### src/hdl/owbm_pkg.sv
package owbm_pkg;

  localparam int BITS_PER_BYTE = 8;
  localparam int DUR_W         = 10;
  localparam int SLOT_W        = 6;
  localparam int CFG_IDX_W     = 3;
  localparam int IN_TDATA_W    = 16;
  localparam int OUT_TDATA_W   = 16;

  typedef enum logic [1:0] {
    OP_RESET = 2'd0,
    OP_WRITE = 2'd1,
    OP_READ  = 2'd2,
    OP_NONE  = 2'd3
  } op_t;

  typedef enum logic [CFG_IDX_W-1:0] {
    REG_RESET_LOW     = 3'd0,
    REG_PRESENCE_WAIT = 3'd1,
    REG_RESET_TAIL    = 3'd2,
    REG_SLOT_START    = 3'd3,
    REG_WRITE_HOLD    = 3'd4,
    REG_READ_SAMPLE   = 3'd5,
    REG_READ_TAIL     = 3'd6,
    REG_RECOVERY      = 3'd7
  } reg_idx_t;

  typedef struct packed {
    logic [DUR_W-1:0]  reset_low_ticks;
    logic [DUR_W-1:0]  presence_wait_ticks;
    logic [DUR_W-1:0]  reset_tail_ticks;
    logic [SLOT_W-1:0] slot_start_ticks;
    logic [DUR_W-1:0]  write_hold_ticks;
    logic [DUR_W-1:0]  read_sample_ticks;
    logic [DUR_W-1:0]  read_tail_ticks;
    logic [SLOT_W-1:0] recovery_ticks;
  } cfg_t;

  typedef struct packed {
    logic                     start_req;
    logic [1:0]               operation;
    logic [BITS_PER_BYTE-1:0] write_data;
    logic                     line_in;
  } item_t;

  typedef struct packed {
    logic                     line_low;
    logic                     busy_res;
    logic                     done_res;
    logic                     presence;
    logic [BITS_PER_BYTE-1:0] read_data;
  } res_t;

endpackage

### src/hdl/one_wire_bus_master.sv
// A word taken on in_ passes the input register and then the output register before it appears on out_.
// Throughput: one input word per cycle while out_tready stays high.
// Every input word is one bus tick; the tick logic sits between the input
// register and the output register.
// Reset (rst_n low, synchronous): bus idle, flags and read byte cleared,
// timing registers back to their defaults.
module one_wire_bus_master
  import owbm_pkg::*;
#(
  parameter int COUNT_WIDTH = 10
) (
  input  logic                   clk,
  input  logic                   rst_n,
  input  logic                   in_tvalid,
  output logic                   in_tready,
  input  logic [IN_TDATA_W-1:0]  in_tdata,   // start_req, operation[1:0], write_data[7:0], line_in
  output logic                   out_tvalid,
  input  logic                   out_tready,
  output logic [OUT_TDATA_W-1:0] out_tdata,  // line_low, busy_res, done_res, presence, read_data[7:0]
  input  logic                   cfg_valid,
  output logic                   cfg_ready,
  input  logic [CFG_IDX_W-1:0]   cfg_index,
  input  logic [DUR_W-1:0]       cfg_data
);

  logic                   in_vld_r, in_vld_nxt;
  logic [IN_TDATA_W-1:0]  in_data_r;
  logic                   out_vld_r, out_vld_nxt;
  logic [OUT_TDATA_W-1:0] out_data_r;
  logic                   step;
  item_t                  item;
  res_t                   res;
  cfg_t                   cfg;

  assign step       = in_vld_r && (!out_vld_r || out_tready);
  assign in_tready  = !in_vld_r || step;
  assign out_tvalid = out_vld_r;
  assign out_tdata  = out_data_r;

  assign item.start_req  = in_data_r[0];
  assign item.operation  = in_data_r[2:1];
  assign item.write_data = in_data_r[10:3];
  assign item.line_in    = in_data_r[11];

  assign in_vld_nxt  = (in_tvalid && in_tready) || (in_vld_r && !step);
  assign out_vld_nxt = step || (out_vld_r && !out_tready);

  owbm_cfg u_cfg (
    .clk       (clk),
    .rst_n     (rst_n),
    .cfg_valid (cfg_valid),
    .cfg_ready (cfg_ready),
    .cfg_index (cfg_index),
    .cfg_data  (cfg_data),
    .cfg       (cfg)
  );

  owbm_core #(
    .COUNT_WIDTH (COUNT_WIDTH)
  ) u_core (
    .clk   (clk),
    .rst_n (rst_n),
    .step  (step),
    .item  (item),
    .cfg   (cfg),
    .res   (res)
  );

  always_ff @(posedge clk) begin
    if (!rst_n) begin
      in_vld_r  <= 1'b0;
      out_vld_r <= 1'b0;
    end else begin
      in_vld_r  <= in_vld_nxt;
      out_vld_r <= out_vld_nxt;
    end
  end

  always_ff @(posedge clk) begin
    if (in_tvalid && in_tready) begin
      in_data_r <= in_tdata;
    end
    if (step) begin
      out_data_r <= {4'b0000, res.read_data, res.presence, res.done_res,
                     res.busy_res, res.line_low};
    end
  end

endmodule

### src/hdl/owbm_cfg.sv
module owbm_cfg
  import owbm_pkg::*;
(
  input  logic                 clk,
  input  logic                 rst_n,
  input  logic                 cfg_valid,
  output logic                 cfg_ready,
  input  logic [CFG_IDX_W-1:0] cfg_index,
  input  logic [DUR_W-1:0]     cfg_data,
  output cfg_t                 cfg
);

  cfg_t cfg_r;
  cfg_t cfg_nxt;

  assign cfg_ready = 1'b1;
  assign cfg       = cfg_r;

  always_comb begin
    cfg_nxt = cfg_r;
    if (cfg_valid) begin
      unique case (reg_idx_t'(cfg_index))
        REG_RESET_LOW:     cfg_nxt.reset_low_ticks     = cfg_data;
        REG_PRESENCE_WAIT: cfg_nxt.presence_wait_ticks = cfg_data;
        REG_RESET_TAIL:    cfg_nxt.reset_tail_ticks    = cfg_data;
        REG_SLOT_START:    cfg_nxt.slot_start_ticks    = cfg_data[SLOT_W-1:0];
        REG_WRITE_HOLD:    cfg_nxt.write_hold_ticks    = cfg_data;
        REG_READ_SAMPLE:   cfg_nxt.read_sample_ticks   = cfg_data;
        REG_READ_TAIL:     cfg_nxt.read_tail_ticks     = cfg_data;
        REG_RECOVERY:      cfg_nxt.recovery_ticks      = cfg_data[SLOT_W-1:0];
      endcase
    end
  end

  always_ff @(posedge clk) begin
    if (!rst_n) begin
      cfg_r.reset_low_ticks     <= DUR_W'(490);
      cfg_r.presence_wait_ticks <= DUR_W'(44);
      cfg_r.reset_tail_ticks    <= DUR_W'(89);
      cfg_r.slot_start_ticks    <= SLOT_W'(1);
      cfg_r.write_hold_ticks    <= DUR_W'(89);
      cfg_r.read_sample_ticks   <= DUR_W'(18);
      cfg_r.read_tail_ticks     <= DUR_W'(89);
      cfg_r.recovery_ticks      <= SLOT_W'(1);
    end else begin
      cfg_r <= cfg_nxt;
    end
  end

endmodule

### src/hdl/owbm_core.sv
module owbm_core
  import owbm_pkg::*;
#(
  parameter int COUNT_WIDTH = 10
) (
  input  logic  clk,
  input  logic  rst_n,
  input  logic  step,
  input  item_t item,
  input  cfg_t  cfg,
  output res_t  res
);

  localparam int CMP_W  = ((COUNT_WIDTH > DUR_W) ? COUNT_WIDTH : DUR_W) + 1;
  localparam int BIT_W  = $clog2(BITS_PER_BYTE);

  typedef enum logic [3:0] {
    PH_IDLE       = 4'd0,
    PH_RST_LOW    = 4'd1,
    PH_RST_WAIT   = 4'd2,
    PH_RST_TAIL   = 4'd3,
    PH_SLOT_START = 4'd4,
    PH_W_HOLD     = 4'd5,
    PH_R_WAIT     = 4'd6,
    PH_R_TAIL     = 4'd7,
    PH_RECOV      = 4'd8
  } phase_t;

  phase_t                   phase_r, phase_nxt, ph;
  logic [COUNT_WIDTH-1:0]   cnt_r, cnt_nxt, cnt;
  logic [BIT_W-1:0]         bit_r, bit_nxt;
  logic [BITS_PER_BYTE-1:0] shift_r, shift_nxt;
  op_t                      op_r, op_nxt;
  logic                     pres_r, pres_nxt;
  logic [BITS_PER_BYTE-1:0] last_r, last_nxt;
  logic [DUR_W-1:0]         dur_raw;
  logic [CMP_W-1:0]         dur;
  logic [CMP_W-1:0]         cnt_inc;
  logic                     phase_end;
  logic                     low;
  logic                     done;

  always_comb begin
    ph        = phase_r;
    cnt       = cnt_r;
    bit_nxt   = bit_r;
    shift_nxt = shift_r;
    op_nxt    = op_r;
    pres_nxt  = pres_r;
    last_nxt  = last_r;
    low       = 1'b0;
    done      = 1'b0;

    if (phase_r == PH_IDLE && item.start_req && op_t'(item.operation) != OP_NONE) begin
      op_nxt  = op_t'(item.operation);
      cnt     = '0;
      bit_nxt = '0;
      if (op_t'(item.operation) == OP_RESET) begin
        ph = PH_RST_LOW;
      end else begin
        ph        = PH_SLOT_START;
        shift_nxt = (op_t'(item.operation) == OP_WRITE) ? item.write_data : '0;
      end
    end

    unique case (ph)
      PH_RST_LOW:    dur_raw = cfg.reset_low_ticks;
      PH_RST_WAIT:   dur_raw = cfg.presence_wait_ticks;
      PH_RST_TAIL:   dur_raw = cfg.reset_tail_ticks;
      PH_SLOT_START: dur_raw = DUR_W'(cfg.slot_start_ticks);
      PH_W_HOLD:     dur_raw = cfg.write_hold_ticks;
      PH_R_WAIT:     dur_raw = cfg.read_sample_ticks;
      PH_R_TAIL:     dur_raw = cfg.read_tail_ticks;
      default:       dur_raw = DUR_W'(cfg.recovery_ticks);
    endcase
    dur       = (dur_raw == '0) ? CMP_W'(1) : CMP_W'(dur_raw);
    cnt_inc   = CMP_W'(cnt) + CMP_W'(1);
    phase_end = (cnt_inc >= dur) || (cnt == '1);

    phase_nxt = ph;
    cnt_nxt   = cnt;

    unique case (ph)
      PH_IDLE: begin
      end
      PH_RST_LOW, PH_SLOT_START, PH_W_HOLD, PH_RST_WAIT, PH_RST_TAIL,
      PH_R_WAIT, PH_R_TAIL, PH_RECOV: begin
        if (ph == PH_RST_LOW || ph == PH_SLOT_START) begin
          low = 1'b1;
        end else if (ph == PH_W_HOLD) begin
          low = ~shift_nxt[0];
        end
        if (phase_end) begin
          cnt_nxt = '0;
          unique case (ph)
            PH_RST_LOW: phase_nxt = PH_RST_WAIT;
            PH_RST_WAIT: begin
              pres_nxt  = ~item.line_in;
              phase_nxt = PH_RST_TAIL;
            end
            PH_RST_TAIL: begin
              phase_nxt = PH_IDLE;
              done      = 1'b1;
            end
            PH_SLOT_START: phase_nxt = (op_nxt == OP_WRITE) ? PH_W_HOLD : PH_R_WAIT;
            PH_W_HOLD: begin
              shift_nxt = {1'b0, shift_nxt[BITS_PER_BYTE-1:1]};
              phase_nxt = PH_RECOV;
            end
            PH_R_WAIT: begin
              shift_nxt = {item.line_in, shift_nxt[BITS_PER_BYTE-1:1]};
              phase_nxt = PH_R_TAIL;
            end
            PH_R_TAIL: phase_nxt = PH_RECOV;
            default: begin
              if (bit_nxt == BIT_W'(BITS_PER_BYTE - 1)) begin
                if (op_nxt == OP_READ) begin
                  last_nxt = shift_nxt;
                end
                phase_nxt = PH_IDLE;
                done      = 1'b1;
              end else begin
                bit_nxt   = bit_nxt + BIT_W'(1);
                phase_nxt = PH_SLOT_START;
              end
            end
          endcase
        end else begin
          cnt_nxt = cnt + COUNT_WIDTH'(1);
        end
      end
      default: phase_nxt = PH_IDLE;
    endcase

    res.line_low  = low;
    res.busy_res  = (phase_nxt != PH_IDLE);
    res.done_res  = done;
    res.presence  = pres_nxt;
    res.read_data = last_nxt;
  end

  always_ff @(posedge clk) begin
    if (!rst_n) begin
      phase_r <= PH_IDLE;
      cnt_r   <= '0;
      bit_r   <= '0;
      shift_r <= '0;
      op_r    <= OP_RESET;
      pres_r  <= 1'b0;
      last_r  <= '0;
    end else if (step) begin
      phase_r <= phase_nxt;
      cnt_r   <= cnt_nxt;
      bit_r   <= bit_nxt;
      shift_r <= shift_nxt;
      op_r    <= op_nxt;
      pres_r  <= pres_nxt;
      last_r  <= last_nxt;
    end
  end

endmodule

### config.mk
export PLATFORM = sky130hd
export DESIGN_NAME = one_wire_bus_master
export DESIGN_NICKNAME = d
export VERILOG_FILES = /design/src/hdl/owbm_pkg.sv /design/src/hdl/one_wire_bus_master.sv /design/src/hdl/owbm_cfg.sv /design/src/hdl/owbm_core.sv
export SDC_FILE = /design/constraint.sdc
export NUM_CORES = 1
export LEC_CHECK = 0
export BUFFER_PORTS_ARGS = -buffer_cell sky130_fd_sc_hd__clkbuf_2
export CAP_MARGIN = 20
export CORE_ASPECT_RATIO = 1.2
export CORE_UTILIZATION = 57
export DETAILED_ROUTE_END_ITERATION = 12
export PLACE_DENSITY = 0.76
export SETUP_SLACK_MARGIN = 0.2
export SLEW_MARGIN = 15
export SYNTH_ARGS = -nofsm -noshare
export SYNTH_HDL_FRONTEND = slang
export SYNTH_SLANG_ARGS = --single-unit
### constraint.sdc
create_clock -name clk -period 10.1 [get_ports clk]
set_input_delay 1.515 -clock clk [delete_from_list [all_inputs] [get_ports clk]]
set_output_delay 1.515 -clock clk [all_outputs]
set_load 0.05 [all_outputs]
==> metrics.cfg <==
[run_status]
status = completed

[sta]
finalCritPeriodShare = 0.515
tns_ns = 0
fin_skew_ns = 0.00749
timing.fmax_mhz = 192
rsz0062_at_grt = no
slew_viol_final = 0
setup_viol = 0
tightest_slew_ns = 1.06
hold_viol_final = 0
period_minus_slack_ns = 5.20
relSlewSlack = 0.290

[cells_and_area]
nets = 858
diodes = 0
fin_util = 0.665
drive_above_1_share = 0.127
areaGrowthSynthToFinish_pct = 12.3

[cts]
cts.reportedPaths.clkPinSlew_ns = 0.06
cts_setup_buffers = 0
clock_latency_ns = 0.41
cts-root-buf = clkbuf_16
htree_levels = 4
postCtsHoldBufs = 0
cts_inserted_buffers = 17
cts_sinks = 134
cts-resized-gates = 0
clockBufferDepth = 2
cts_tree = done

[job]
drv_cap = 0

[floorplanning]
core_area_sq_um = 11200
ios = 53
die_h_microns = 120
die_w_microns = 100
die-area_sq_um = 12100
start_util = 0.592
rows = 42

[critical_path]
slowest_stage = dfxtp_1
slowest_delay_ns = 1.02
path_cells = nor2_1, nand3_1, and2_1, ha_1, nand3_1, nor2_1, xnor2_1, nor2_1, ha_1, a21o_1, a21oi_1, o31a_1, o21a_1, o21ai_1, o221a_1
cp_top_family = compound AO/OA/AOI/OAI gates
cp_common_cell = nor2_1
endpoint_kind = register
crit_type = register to register
crit_fanout = 26
arrival_ns = 5.51
crit_path_start_kind = register
worstPathRequired_ns = 10.40
crit_buf_inv = 0

[power]
leakagePower_uw = 0.00290
power_density_nw_per_um2 = 184
peakVddDrop_uv = 129

[global_route]
grt.overflow.total = 0
grt_max_degree = 51
grt_pass1_vias = 5735
antenna_found_initial = 0
groute.usage.overall = 0.298
grt_pass1_wl_microns = 28000

[routing]
routed_via_density = 6.07
wl_microns = 17000
vias = 5944
routedWlPerCell_microns = 17.4
drc = 0
ant_nets = 0
first_pass_iters = 4
drt_iter0_markers = 382

[synthesis]
syn-cell-area_sq_um = 6630
synth_edf_count = 24
yosysSeqAreaShare = 0.441
synth-seq-cells = 134
synthCells = 797
synth-warning-count = 0
synth.avg_cell_area_sq_um = 8.31
synth_area_leader_cell = dfxtp_1
async_reset_ff_frac = 0
synth-main-ff-cell = dfxtp_1
synthTopCellsByArea = dfxtp_1 (33%), nand2_1 (11%), edfxtp_1 (11%)
yosys.area.top_type_share = 0.332
yosysUniqueCellTypes = 68

[placement]
port_buffers = 43
dp_hpwl_microns = 11500
gp_congestion = 0.840

[hold_path]
hold_class = register to register

cells by family after synthesis:
logic type,Yosys count,share of synthesized area
fa+ha+maj,12,0.0227
mux,43,0.0672
buf+inv,71,0.0461
compound gates,167,0.164
simple gates,359,0.246
xor+xnor,9,0.0119
other cells,2,0.00113
flops,134,0.441
sequential cells by signal, indices dropped and copies added (netlist names):
name,cells
in_vld_r,1
u_core.phase_r,4
u_cfg.cfg,72
u_core.cnt_r,10
u_core.shift_r,8
u_core.last_r,8
out_tvalid,1
out_tdata,12
u_core.op_r,2
u_core.pres_r,1
u_core.bit_r,3
in_data_r,12
per-stage QoR:
stage | setup WS, ns | cells | power (uW) | hold slack [ns] | area, sq um
floorplan | 6.57 | 800 | 714 | 0.433 | 6640
global placement | 5.18 | 946 | 751 | 0.442 | 6830
detailed placement | 5.04 | 947 | 757 | 0.447 | 6840
CTS | 5.00 | 979 | 1370 | 0.455 | 7440
global route | 4.62 | 979 | 1420 | 0.468 | 7440
finish | 4.90 | 979 | 1370 | 0.453 | 7440
routing by layer:
metal,track usage,vias to the layer above,share of wire
met5,0,-,0
met2,0.507,272,0.51
met4,0.156,0,0.037
met3,0.0571,49,0.062
li1,-,2826,-
met1,0.353,2797,0.39
cell type report:
class,instances,area (sq um)
clock buffers,21,482
clock inverters,11,119
fillers,964,3750
inverters,15,56.3
multi-input cells,595,3410
flip-flops and latches,134,2920
well taps,154,193
repair buffers,49,258
power by group:
part	switching, uW	total [uW]	leakage, uW	internal, uW
registers	13.1	576	0.00112	562
clock network	233	624	0.000299	391
logic	120	173	0.00148	53.5
path summary, 6_finish.rpt:
kind | start | end | slack [ns] | cells past startpoint
worst max register to register | u_core.phase_r[1] | u_core.shift_r[0] | 4.90 | 15
worst max-delay path | u_core.phase_r[1] | u_core.shift_r[0] | 4.90 | 15
worst min register to register | u_cfg.cfg[60] | u_cfg.cfg[60] | 0.45 | 2
worst min-delay path | u_cfg.cfg[60] | u_cfg.cfg[60] | 0.45 | 2
cell usage after synthesis, types with 3 or more instances:
cell / count
nand2_1: 202
dfxtp_1: 110
a21oi_1: 77
nand3_1: 47
nor2_1: 45
clkbuf_1: 39
mux2i_1: 31
edfxtp_1: 24
o21ai_0: 18
inv_1: 14
ha_1: 12
mux2_2: 12
a221o_1: 9
and2_1: 8
nor2b_1: 8
o22ai_1: 8
buf_2: 7
nor3_1: 7
o221a_1: 7
o22a_1: 7
buf_4: 6
xor2_1: 6
a221oi_1: 5
a31oi_1: 5
and3_1: 5
nand2b_1: 5
nand4_1: 5
or3_1: 5
a211oi_1: 3
buf_1: 3
nor4_1: 3
o2111ai_1: 3
or4_1: 3
xnor2_1: 3
placed cells by master, fill, tap and decap left out, drive strengths merged, types with 6 or more instances in the layout:
master / n
nand2: 202
o22a: 7
mux2i: 31
clkbuf: 64
a21oi: 78
nor2b: 8
a221o: 9
nand3: 48
and2: 8
inv: 18
xor2: 6
mux2: 12
o221a: 7
buf: 6
o21ai: 20
o22ai: 8
ha: 12
dfxtp: 110
nor2: 47
nor3: 8
edfxtp: 24
worst reg2reg max path: cells and delay by family (launching register included):
family                   cells  cell delay, ns
AO/OA/AOI/OAI                6            1.83
AND/OR/NAND/NOR              6            1.52
flip-flops                   1            1.02
adder cells (fa/ha/maj)      2            0.59
XOR/XNOR                     1            0.16
Power figures use the tool's default switching activity.
